<file path="config.mk">
export PLATFORM = sky130hd
export DESIGN_NAME = indexed_insert_remove_list
export DESIGN_NICKNAME = d
export VERILOG_FILES = /design/src/sv/iirl_pkg.sv /design/src/sv/iirl_ctrl.sv /design/src/sv/iirl_cell.sv /design/src/sv/indexed_insert_remove_list.sv
export SDC_FILE = /design/constraint.sdc
export NUM_CORES = 2
export LEC_CHECK = 0
export BUFFER_PORTS_ARGS = -buffer_cell sky130_fd_sc_hd__clkbuf_2
export CORE_MARGIN = 4
export CORE_UTILIZATION = 26
export DETAILED_ROUTE_END_ITERATION = 12
export SETUP_SLACK_MARGIN = 0.15
export SKIP_CTS_REPAIR_TIMING = 1
export SLEW_MARGIN = 20
export SYNTH_ARGS = -nofsm -noshare
export SYNTH_HDL_FRONTEND = slang
export SYNTH_SLANG_ARGS = --single-unit
</file>
<file path="constraint.sdc">
create_clock -name i_clk -period 15.45 [get_ports i_clk]
set_clock_uncertainty 0.15 [all_clocks]
set_input_delay 0.7725 -clock i_clk [delete_from_list [all_inputs] [get_ports i_clk]]
set_output_delay 0.7725 -clock i_clk [all_outputs]
set_load 0.01 [all_outputs]
</file>
<file path="src/sv/iirl_pkg.sv">
// ============================================================================
// iirl_pkg: shared types and constants for the indexed insert/remove list
// Holds the command and status codes, the cell shift operations and the
// default sizes that the top level hands down to its submodules.
// ============================================================================
package iirl_pkg;

    // Default number of list entries and width of one stored value.
    localparam int DEPTH_DEF      = 16;
    localparam int VALUE_BITS_DEF = 64;

    // Widths of the fixed interface fields.
    localparam int CMD_W    = 3;
    localparam int POS_W    = 8;
    localparam int ITEM_W   = 64;
    localparam int STATUS_W = 2;

    // Command codes carried on the command port.
    typedef enum logic [CMD_W-1:0] {
        CMD_INSERT  = 3'd0,
        CMD_REMOVE  = 3'd1,
        CMD_PUSH    = 3'd2,
        CMD_POP     = 3'd3,
        CMD_UNSHIFT = 3'd4,
        CMD_SHIFT   = 3'd5
    } t_cmd;

    // Result status codes.
    typedef enum logic [STATUS_W-1:0] {
        ST_OK   = 2'd0,
        ST_NIL  = 2'd1,
        ST_FULL = 2'd2
    } t_status;

    // What every cell of the chain does each cycle.
    typedef enum logic [1:0] {
        SH_HOLD   = 2'd0,
        SH_INSERT = 2'd1,
        SH_REMOVE = 2'd2
    } t_shift;

endpackage

</file>
<file path="src/sv/iirl_ctrl.sv">
// ============================================================================
// iirl_ctrl: command decoder for the indexed insert/remove list
// Turns one command word and the current length into the shift operation
// and target index broadcast to the cells, the status and the next length.
// ============================================================================
module iirl_ctrl #(
    parameter int DEPTH = iirl_pkg::DEPTH_DEF,
    parameter int CNT_W = $clog2(DEPTH + 1),
    parameter int IDX_W = (CNT_W > iirl_pkg::POS_W) ? CNT_W : iirl_pkg::POS_W
) (
    input  logic [iirl_pkg::CMD_W-1:0] i_command,
    input  logic [iirl_pkg::POS_W-1:0] i_position,
    input  logic [CNT_W-1:0]           i_count,
    output iirl_pkg::t_shift           o_op,
    output logic [IDX_W-1:0]           o_at,
    output iirl_pkg::t_status          o_status,
    output logic [CNT_W-1:0]           o_next_count
);

    logic [IDX_W-1:0] pos_w;
    logic [IDX_W-1:0] cnt_w;
    logic             full;
    logic             empty;

    assign pos_w = IDX_W'(i_position);
    assign cnt_w = IDX_W'(i_count);
    assign full  = (i_count == CNT_W'(DEPTH));
    assign empty = (i_count == '0);

    always_comb begin
        o_op         = iirl_pkg::SH_HOLD;
        o_at         = '0;
        o_status     = iirl_pkg::ST_OK;
        o_next_count = i_count;
        case (iirl_pkg::t_cmd'(i_command))
            iirl_pkg::CMD_INSERT, iirl_pkg::CMD_PUSH, iirl_pkg::CMD_UNSHIFT: begin
                if (full) begin
                    o_status = iirl_pkg::ST_FULL;
                end else begin
                    o_op         = iirl_pkg::SH_INSERT;
                    o_next_count = i_count + CNT_W'(1);
                    if (iirl_pkg::t_cmd'(i_command) == iirl_pkg::CMD_PUSH) begin
                        o_at = cnt_w;
                    end else if (iirl_pkg::t_cmd'(i_command) == iirl_pkg::CMD_UNSHIFT) begin
                        o_at = '0;
                    end else begin
                        // An index past the end appends.
                        o_at = (pos_w > cnt_w) ? cnt_w : pos_w;
                    end
                end
            end
            iirl_pkg::CMD_REMOVE: begin
                if (pos_w >= cnt_w) begin
                    o_status = iirl_pkg::ST_NIL;
                end else begin
                    o_op         = iirl_pkg::SH_REMOVE;
                    o_at         = pos_w;
                    o_next_count = i_count - CNT_W'(1);
                end
            end
            iirl_pkg::CMD_POP, iirl_pkg::CMD_SHIFT: begin
                if (empty) begin
                    o_status = iirl_pkg::ST_NIL;
                end else begin
                    o_op         = iirl_pkg::SH_REMOVE;
                    o_next_count = i_count - CNT_W'(1);
                    o_at = (iirl_pkg::t_cmd'(i_command) == iirl_pkg::CMD_POP)
                         ? (cnt_w - IDX_W'(1)) : '0;
                end
            end
            default: begin
                o_status = iirl_pkg::ST_NIL;
            end
        endcase
    end

endmodule

</file>
<file path="src/sv/iirl_cell.sv">
// ============================================================================
// iirl_cell: one entry of the shift-register list
// Holds one value and, each cycle, keeps it, takes the new value, or takes
// the value of its lower or upper neighbor. Also drives its value onto the
// read bus when it is the entry being removed.
// ============================================================================
module iirl_cell #(
    parameter int IDX        = 0,
    parameter int IDX_W      = 8,
    parameter int VALUE_BITS = iirl_pkg::VALUE_BITS_DEF
) (
    input  logic                  i_clk,
    input  logic                  i_en,
    input  iirl_pkg::t_shift      i_op,
    input  logic [IDX_W-1:0]      i_at,
    input  logic [VALUE_BITS-1:0] i_new_val,
    input  logic [VALUE_BITS-1:0] i_lower_val,
    input  logic [VALUE_BITS-1:0] i_upper_val,
    output logic [VALUE_BITS-1:0] o_val,
    output logic [VALUE_BITS-1:0] o_rd_val
);

    localparam logic [IDX_W-1:0] MY_IDX = IDX_W'(IDX);

    logic [VALUE_BITS-1:0] r_val;
    logic [VALUE_BITS-1:0] n_val;
    logic                  hit;

    assign hit = (i_at == MY_IDX);

    always_comb begin
        n_val = r_val;
        case (i_op)
            iirl_pkg::SH_INSERT: begin
                if (hit) begin
                    n_val = i_new_val;
                end else if (MY_IDX > i_at) begin
                    n_val = i_lower_val;
                end
            end
            iirl_pkg::SH_REMOVE: begin
                if (MY_IDX >= i_at) begin
                    n_val = i_upper_val;
                end
            end
            default: begin
                n_val = r_val;
            end
        endcase
    end

    always_ff @(posedge i_clk) begin
        if (i_en) begin
            r_val <= n_val;
        end
    end

    assign o_val    = r_val;
    assign o_rd_val = (hit && (i_op == iirl_pkg::SH_REMOVE)) ? r_val : '0;

endmodule

</file>
<file path="src/sv/indexed_insert_remove_list.sv">
// ============================================================================
// indexed_insert_remove_list: bounded ordered list in a shift-register chain
// Insert, remove, push, pop, unshift and shift on a list of up to DEPTH
// values, one command word per clock cycle.
// ============================================================================
// The block takes one command word in every clock cycle: busy never rises,
// so start may stay high back to back. Every entry sits in its own cell, and
// all cells move at once, so insert and remove at any index finish at the
// clock edge that accepts the word. The result word appears on the output
// ports in the following cycle with o_done high for exactly that one cycle;
// the receiver cannot stall it and must take it then. o_new_length is the
// list length after the command. A failed command (insert into a full list,
// remove at or past the end, pop or shift on an empty list, an unknown
// command) leaves the list unchanged and returns a zero removed value.
// The path from start to the cell registers is one index compare per cell;
// the removed value is read through a one-hot AND-OR across the cells.
// ============================================================================
module indexed_insert_remove_list #(
    parameter int DEPTH      = iirl_pkg::DEPTH_DEF,
    parameter int VALUE_BITS = iirl_pkg::VALUE_BITS_DEF,
    parameter int CNT_W      = $clog2(DEPTH + 1)
) (
    input  logic                          i_clk,
    input  logic                          i_rst_n,
    input  logic                          start,
    output logic                          busy,
    input  logic [iirl_pkg::CMD_W-1:0]    i_command,
    input  logic [iirl_pkg::POS_W-1:0]    i_position,
    input  logic [iirl_pkg::ITEM_W-1:0]   i_item_value,
    output logic                          o_done,
    output logic [iirl_pkg::ITEM_W-1:0]   o_removed_value,
    output logic [iirl_pkg::STATUS_W-1:0] o_status,
    output logic [CNT_W-1:0]              o_new_length
);

    localparam int IDX_W = (CNT_W > iirl_pkg::POS_W) ? CNT_W : iirl_pkg::POS_W;

    logic                  accept;
    iirl_pkg::t_shift      op;
    iirl_pkg::t_shift      cell_op;
    logic [IDX_W-1:0]      at;
    iirl_pkg::t_status     status;
    logic [CNT_W-1:0]      n_count;
    logic [VALUE_BITS-1:0] new_val;
    logic [VALUE_BITS-1:0] cell_val [DEPTH];
    logic [VALUE_BITS-1:0] cell_rd  [DEPTH];
    logic [VALUE_BITS-1:0] rd_val;

    logic [CNT_W-1:0]          r_count;
    logic                      r_done;
    logic [VALUE_BITS-1:0]     r_removed;
    iirl_pkg::t_status         r_status;

    // Every word is taken at once; there is nothing to wait for.
    assign busy   = 1'b0;
    assign accept = start && !busy;

    // Only the low VALUE_BITS bits of the item are stored.
    assign new_val = i_item_value[VALUE_BITS-1:0];

    iirl_ctrl #(
        .DEPTH (DEPTH),
        .CNT_W (CNT_W),
        .IDX_W (IDX_W)
    ) u_ctrl (
        .i_command    (i_command),
        .i_position   (i_position),
        .i_count      (r_count),
        .o_op         (op),
        .o_at         (at),
        .o_status     (status),
        .o_next_count (n_count)
    );

    // Without an accepted word the cells simply hold.
    assign cell_op = accept ? op : iirl_pkg::SH_HOLD;

    // The chain: each cell sees its lower and upper neighbor. The ends see
    // zero, which only ever lands in entries at or past the length.
    for (genvar g = 0; g < DEPTH; g++) begin : g_cell
        logic [VALUE_BITS-1:0] lower_val;
        logic [VALUE_BITS-1:0] upper_val;

        if (g == 0) begin : g_first
            assign lower_val = '0;
        end else begin : g_mid_lo
            assign lower_val = cell_val[g-1];
        end

        if (g == DEPTH - 1) begin : g_last
            assign upper_val = '0;
        end else begin : g_mid_hi
            assign upper_val = cell_val[g+1];
        end

        iirl_cell #(
            .IDX        (g),
            .IDX_W      (IDX_W),
            .VALUE_BITS (VALUE_BITS)
        ) u_cell (
            .i_clk       (i_clk),
            .i_en        (accept),
            .i_op        (cell_op),
            .i_at        (at),
            .i_new_val   (new_val),
            .i_lower_val (lower_val),
            .i_upper_val (upper_val),
            .o_val       (cell_val[g]),
            .o_rd_val    (cell_rd[g])
        );
    end

    // At most one cell drives a nonzero read value, so an OR selects it.
    always_comb begin
        rd_val = '0;
        for (int k = 0; k < DEPTH; k++) begin
            rd_val = rd_val | cell_rd[k];
        end
    end

    // Length and result registers. The result registers load with each
    // accepted word and o_done marks the single cycle they are valid.
    always_ff @(posedge i_clk) begin
        if (!i_rst_n) begin
            r_count <= '0;
            r_done  <= 1'b0;
        end else begin
            r_done <= accept;
            if (accept) begin
                r_count <= n_count;
            end
        end
    end

    always_ff @(posedge i_clk) begin
        if (accept) begin
            r_removed <= rd_val;
            r_status  <= status;
        end
    end

    assign o_done          = r_done;
    assign o_removed_value = iirl_pkg::ITEM_W'(r_removed);
    assign o_status        = r_status;
    assign o_new_length    = r_count;

    // A result follows every accepted word in the next cycle, and only then.
    a_done_follows: assert property (@(posedge i_clk) disable iff (!i_rst_n)
        accept |=> o_done)
        else $error("result strobe missing after an accepted word");

    a_no_spurious_done: assert property (@(posedge i_clk) disable iff (!i_rst_n)
        !accept |=> !o_done)
        else $error("result strobe without an accepted word");

    // The length never exceeds the capacity.
    a_len_bound: assert property (@(posedge i_clk) disable iff (!i_rst_n)
        r_count <= CNT_W'(DEPTH))
        else $error("list length beyond capacity");

    // A failed command returns no value.
    a_fail_zero: assert property (@(posedge i_clk) disable iff (!i_rst_n)
        (o_done && (r_status != iirl_pkg::ST_OK)) |-> (o_removed_value == '0))
        else $error("failed command returned a value");

    // A full rejection only happens at capacity.
    a_full_len: assert property (@(posedge i_clk) disable iff (!i_rst_n)
        (o_done && (r_status == iirl_pkg::ST_FULL)) |-> (o_new_length == CNT_W'(DEPTH)))
        else $error("full status below capacity");

endmodule

</file>
# Word level (Yosys, flattened, before mapping)
# Cells that the tools add are included.
# word_totals
in_bits,78
wordCells,271
ff_bits,1096
out_inout_bits,73
# classes
magnitude_cmp,34
n_reduce_logical,40
add_sub_neg,3
bitwise,15
mux,101
n_eq_ne,58
# op_table
op,count
64-bit 2-to-1 mux,64
64-bit case mux with 2 select lines,16
64-bit OR,15
8-bit by 4-bit == test with 1-bit output (second input constant),8
4-bit by 8-bit greater-or-equal comparator with 1-bit output (first input constant),8
4-bit by 8-bit greater-than comparator with 1-bit output (first input constant),8
4-bit AND reduction,16
8-bit 2-to-1 mux,7
3-bit by 1-bit inequality test with 1-bit output (second input constant),16
8-bit by 3-bit == test with 1-bit output (second input constant),4
3-bit by 8-bit greater-or-equal comparator with 1-bit output (first input constant),4
3-bit by 8-bit greater-than comparator with 1-bit output (first input constant),4
2-bit by 1-bit inequality test with 1-bit output (second input constant),16
8-bit case mux with 3 select lines,1
8-bit by 2-bit == test with 1-bit output (second input constant),2
1-bit by 8-bit greater-or-equal comparator with 1-bit output (first input constant),2
2-bit by 8-bit greater-or-equal comparator with 1-bit output (first input constant),2
1-bit by 8-bit greater-than comparator with 1-bit output (first input constant),2
2-bit by 8-bit greater-than comparator with 1-bit output (first input constant),2
1-bit logical AND,16
5-bit 2-to-1 mux,3
5-bit case mux with 3 select lines,1
2-bit case mux with 3 select lines,2
8-bit by 1-bit == test with 1-bit output (second input constant),1
22 further kinds,31

# Logic depth before layout (Yosys ltp)
# logic_depth
word_depth,24
mapped_depth,21
depth_no_buf,16

# Hierarchy
# A second synthesis with hierarchy kept.
# hier_totals
cells_unflattened,7684
area_unflattened_um2,69111.3
# modules_own_cells
mod,cells_each,instances,area_each_um2,seq_area_each_um2
iirl_cell (g_cell[1].u_cell),440,1,4553.1,1921.8
indexed_insert_remove_list,408,1,4230.3,2102.0
iirl_cell (g_cell[6].u_cell),450,1,4012.6,1921.8
iirl_cell (g_cell[5].u_cell),451,1,4005.1,1921.8
iirl_cell (g_cell[7].u_cell),450,1,3996.3,1921.8
iirl_cell (g_cell[2].u_cell),449,1,3988.8,1921.8
iirl_cell (g_cell[4].u_cell),450,1,3988.8,1921.8
iirl_cell (g_cell[10].u_cell),450,1,3976.3,1921.8
iirl_cell (g_cell[12].u_cell),449,1,3975.1,1921.8
iirl_cell (g_cell[8].u_cell),449,1,3973.8,1921.8
iirl_cell (g_cell[9].u_cell),449,1,3972.6,1921.8
iirl_cell (g_cell[3].u_cell),448,1,3966.3,1921.8
iirl_cell (g_cell[14].u_cell),449,1,3965.1,1921.8
iirl_cell (g_cell[13].u_cell),448,1,3963.8,1921.8
4 more rows,-,-,-,-

# Worst setup path before layout
# OpenSTA, ideal clock, no wires.
# synth_timing
path_kind,input to register
from,input i_position[3] (netlist name)
to,register g_cell[14].u_cell.r_val[0] (enable)
required_time_ns,14.698
setup_slack_ns,6.685
setup_time_ns,0.602
path_stages,10
arrival_ns,8.013
n_path_buf,3
cell_sequence,ha_1 -> a21o_1 -> nor2_1 -> a221o_1 -> buf_2 -> a21oi_1 -> a22oi_1 -> clkbuf_1 -> clkbuf_1 -> a311oi_1
# synth_via
elab_chain_cells,9
word_cells_on_any_way,20
cone_classes,order compare (4); eq/ne (5); mux (9); reduce/logical (2)
# synth_rtl
item,line,text
from (decl),indexed_insert_remove_list.sv:28,"input logic [iirl_pkg::POS_W-1:0] i_position,"
8-bit by 5-bit greater-than comparator with 1-bit output,iirl_ctrl.sv:48,o_at = (pos_w > cnt_w) ? cnt_w : pos_w;
8-bit 2-to-1 mux,iirl_ctrl.sv:48,
8-bit 2-to-1 mux,iirl_ctrl.sv:44,end else if (iirl_pkg::t_cmd'(i_command) == iirl_pkg::CMD_UNSHIFT) begin
8-bit 2-to-1 mux,iirl_ctrl.sv:42,if (iirl_pkg::t_cmd'(i_command) == iirl_pkg::CMD_PUSH) begin
8-bit 2-to-1 mux,iirl_ctrl.sv:37,if (full) begin
8-bit case mux with 3 select lines,iirl_ctrl.sv:35,case (iirl_pkg::t_cmd'(i_command))
"4-bit by 8-bit greater-than comparator with 1-bit output, or another cell as far along",iirl_cell.sv:37,end else if (MY_IDX > i_at) begin
3-bit by 1-bit inequality test with 1-bit output (no source line) or 2-bit by 1-bit inequality test with 1-bit output (tied branches),-,
4-bit AND reduction (no source line) (*),-,
to (signal assigned),iirl_cell.sv:54,r_val <= n_val;
to (decl),iirl_cell.sv:25,logic [VALUE_BITS-1:0] r_val;
# Mark *: on every way between the ends. The rest lies on a longest branch, timed or not.
# A chain may end at the register's enable or synchronous reset.

# Worst setup path in the final report
# layout_timing
from,"register r_count[3], in the netlist o_new_length[3]"
to,"register r_removed[24], in the netlist o_removed_value[24] (data pin)"
# layout_via
elab_chain_cells,24
word_cells_on_any_way,82
cone_classes,add/sub (1); order compare (2); eq/ne (17); mux (29); bitwise (15); reduce/logical (18)
# layout_rtl
item,line,text
from (decl),indexed_insert_remove_list.sv:49,logic [CNT_W-1:0] r_count;
from (signal assigned),indexed_insert_remove_list.sv:130,r_count <= n_count;
8-bit by 5-bit greater-than comparator with 1-bit output,iirl_ctrl.sv:48,
8-bit 2-to-1 mux,iirl_ctrl.sv:48,
8-bit 2-to-1 mux,iirl_ctrl.sv:44,
8-bit 2-to-1 mux,iirl_ctrl.sv:42,
8-bit 2-to-1 mux,iirl_ctrl.sv:37,
8-bit case mux with 3 select lines,iirl_ctrl.sv:35,
8-bit by 1-bit == test with 1-bit output or 8-bit logical NOT (tied branches),iirl_cell.sv:29,assign hit = (i_at == MY_IDX);
1-bit logical AND,iirl_cell.sv:59,assign o_rd_val = (hit && (i_op == iirl_pkg::SH_REMOVE)) ? r_val : '0;
64-bit 2-to-1 mux,iirl_cell.sv:59,
64-bit OR (14 in series),indexed_insert_remove_list.sv:117,rd_val = rd_val | cell_rd[k];
64-bit OR (*),indexed_insert_remove_list.sv:117,
named net rd_val[24],indexed_insert_remove_list.sv:47,logic [VALUE_BITS-1:0] rd_val;
to (signal assigned),indexed_insert_remove_list.sv:137,r_removed <= rd_val;
to (decl),indexed_insert_remove_list.sv:51,logic [VALUE_BITS-1:0] r_removed;
# The timed path passes the listed nets; every way through them passes the cells marked *.

==> flow_summary_export.csv <==
group,metric,value,unit
status,status,"finished clean",
clocking,htreeDepth,3,
placed_design,portBuffers,149,
floorplanning,die_y,492,µm
synth,yosysMostFrequentCell,"nand2_1",
global_routing,grt_pass1_vias,45655,
placed_design,dp_hpwl,134,mm
routing,first_pass_iters,8,
synth,syn_avg_cell_area,10.9,µm²
floorplanning,die_w,492,µm
worst_setup_path,start_kind,"register",
clocking,clk_pin_slew,0.06,ns
routing,via_per_inst,5.69,
worst_setup_path,reg2reg_to,"o_removed_value[24]",
synth,synth_common_cells,"1103 x nand2_1, 1090 x edfxtp_1, 919 x mux2i_1",
finish,area_growth,12.4,%
timing,tns,0,ns
worst_setup_path,cp_slowest_cell,"buf_4",
clocking,clock_latency,0.77,ns
worst_setup_path,rr_startpoint,"o_new_length[3]",
floorplanning,ios,151,
worst_setup_path,required,15.91,ns
worst_setup_path,cp_slowest_stage_delay,0.89,ns
routing,drt_iter0_drc,7493,
worst_setup_path,cp_common_cell,"buf_4",
worst_setup_path,r2r.worst_path.cells,19,
routing,antenna_left,0,
floorplanning,core,233000,µm²
synth,synth-async-reset-ratio,0,%
synth,yosysWarnings,0,
clocking,cts_tree,"built",
routing,routed_wl,243,mm
synth,synthTopCellsByArea,"edfxtp_1 54%, mux2i_1 15%, o21ai_0 6.9%, nand2_1 6.8%, a22oi_1 3.6%",
timing,setup_viol,0,
worst_setup_path,path_delay_family,"buffers and inverters",
floorplanning,row_count,177,
global_routing,grt_max_degree,315,
routing,route.detailed.drc,0,
timing,hold_viol_final,0,
synth,synth_cell_types,90,
floorplanning,start_util,26.1,%
power_and_ir_drop,p_leak,0.0217,µW
synth,ys_seq_area_share,54.0,%
clocking,clockRootBuffer,"clkbuf_16",
timing,relSlewSlack,14.8,%
synth,syn_inst,5574,
global_routing,antenna_found_initial,30,
routing,via_count,49520,
worst_setup_path,crit_chain,"inv_1 > ha_1 > a21o_1 > a211o_1 > a21oi_1 > o211ai_1 > o31ai_1 > nand3_1 > inv_1 > ha_4 > buf_4 > buf_12 > buf_4 > buf_4 > buf_4 > and2_1 > a222oi_1 > and4_1 > nand4_1",
finish,fin_nets,5553,
placed_design,place_congestion,0.857,
timing,slew_viol_final,0,
clocking,cts_inserted_buffers,120,
power_and_ir_drop,peakVddDrop,0.0960,mV
worst_setup_path,end_kind,"register",
timing,period_needed,7.94,ns
synth,synth_top_area_share,53.8,%
worst_setup_path,crit_fanout,260,
worst_setup_path,cp_num_cells,19,
timing,worst_slew_pin_slew,1.27,ns
worst_setup_path,critPathLaunch,"o_new_length[3]",
floorplanning,fp.dieArea,242000,µm²
power_and_ir_drop,p_per_area,110,nW/µm²
timing,whs,0.144,ns
synth,ys_ff_latch,1096,
finish,fillers,23722,
worst_setup_path,worstSetupPathType,"reg -> reg",
timing,grt_setup_unrepaired,"no",
clocking,cts_sinks,1096,
synth,synth-edff-count,1090,
job,max_cap_violations,0,
global_routing,grt_pass1_wl,341,mm
synth,synth_top_area_cell,"edfxtp_1",
synth,synthesis.area,60900,µm²
timing,max_freq,126,MHz
worst_setup_path,crit_arrival,8.41,ns
routing,routedWlPerCell,27.9,µm
finish,drive_gt1_share,9.81,%
worst_setup_path,path_buf_inv,7,
worst_hold_path,hold_path.class,"in -> reg",
clocking,cts_buffer_depth,3,
synth,synthFlopType,"edfxtp_1",
worst_setup_path,critPathCapture,"o_removed_value[24]",
global_routing,overflow,0,
synth,synth.net_count,5664,
worst_setup_path,r2r_setup_slack,7.51,ns
global_routing,grt_usage,19.0,%
timing,period_share,51.4,%
==> worst reg2reg max path, cell delays in order (launching register included) <==
cell      delay (ns)
dfxtp_1         0.58
inv_1           0.09
ha_1            0.34
a21o_1          0.21
a211o_1         0.29
a21oi_1         0.20
o211ai_1        0.11
o31ai_1         0.08
nand3_1         0.15
inv_1           0.13
ha_4            0.65
buf_4           0.76
buf_12          0.71
buf_4           1.16
buf_4           0.70
buf_4           0.85
and2_1          0.29
a222oi_1        0.07
and4_1          0.23
nand4_1         0.08
==> per-stage QoR <==
| stage | setup slack [ns] | instance area (µm²) | cells | power, µW | util [%] |
|---|---|---|---|---|---|
| after global routing | 7.10 | 68400 | 8699 | 7730 | 29.4 |
| after detailed placement | 7.63 | 64600 | 8471 | 4700 | 27.8 |
| final | 7.51 | 68400 | 8706 | 7500 | 29.4 |
| after global placement | 7.62 | 64600 | 8471 | 4680 | 27.8 |
| after CTS | 7.83 | 68300 | 8694 | 7510 | 29.4 |
| after floorplan | 6.69 | 60900 | 5574 | 4300 | - |
==> power breakdown <==
part	switching [µW]	total (µW)	internal (µW)
clock	1260	2830	1560
combinational	701	993	292
sequential	138	3680	3540
==> routing by layer <==
| metal | part of all wire, % | track usage [%] | vias up |
|---|---|---|---|
| met5 | 0.052 | 0 | - |
| met4 | 4.6 | 7.77 | 22 |
| met3 | 13 | 5.42 | 641 |
| met2 | 43 | 28.4 | 3519 |
| met1 | 39 | 25.9 | 24447 |
| li1 | - | - | 20891 |
==> worst min-delay path by stage <==
stage	slack [ns]	endpoint	from	depth (start not counted)
floorplan	0.37	g_cell[14].u_cell.o_val[42]	g_cell[15].u_cell.o_val[42]	2
global placement	0.38	g_cell[14].u_cell.o_val[4]	g_cell[15].u_cell.o_val[4]	2
detailed placement	0.39	g_cell[14].u_cell.o_val[5]	g_cell[15].u_cell.o_val[5]	2
CTS	0.11	o_new_length[0]	i_rst_n	2
global route	0.15	o_new_length[2]	i_rst_n	2
finish	0.14	o_new_length[0]	i_rst_n	2
==> layout make-up <==
class,instances,area [µm²],share of cell area [%]
repair buffers,284,1830,2.67
well taps,3132,3920,5.73
clock buffers,162,3200,4.68
clock inverters,61,513,0.750
diodes,10,25.0,0.0366
inverters,14,52.6,0.0768
flip-flops and latches,1096,32900,48.0
multi-input cells,3947,26000,38.0
==> kinds of logic (layout without fill, tap and decap cells) <==
kind of cell,Yosys count,count (layout),share of synthesized area (%)
multiplexers,929,929,15.3
buffers and inverters,531,521,4.00
other,1,11,0.00616
AO/OA/AOI/OAI,1633,1633,16.9
XOR/XNOR,5,5,0.0720
AND/OR/NAND/NOR,1367,1367,9.52
adder cells (fa/ha/maj),12,12,0.259
flip-flops,1096,1096,54.0
==> sequential cells by signal (all words and copies together), names as in the netlist <==
name                 cells
o_removed_value         64
g_cell.u_cell.o_val   1024
o_done                   1
o_status                 2
o_new_length             5
==> layout by cell type (no fill, tap or decap), types with 10 or more instances in the layout <==
cell          n
clkbuf_2    148
a22o_1       92
and3_1       13
clkinv_1     28
nand2_1    1103
nor3_4       15
a21oi_1      90
o2bb2ai_1    24
clkbuf_16   122
mux2_2       10
clkinv_2     17
a22oi_1     293
o21ai_0     838
a221oi_1     41
a32oi_1      27
nor2_1       30
diode_2      10
clkbuf_1     40
or3_1        24
and4_1       10
nor3_1       15
buf_4       131
a222oi_1     29
nand3_1      47
edfxtp_1   1090
o211ai_1     22
o21ai_1      76
ha_1         10
nand4_1      34
inv_1        13
mux2i_1     919
nor2_4       14
a221o_1      11
(Power assumes the default switching activity.)
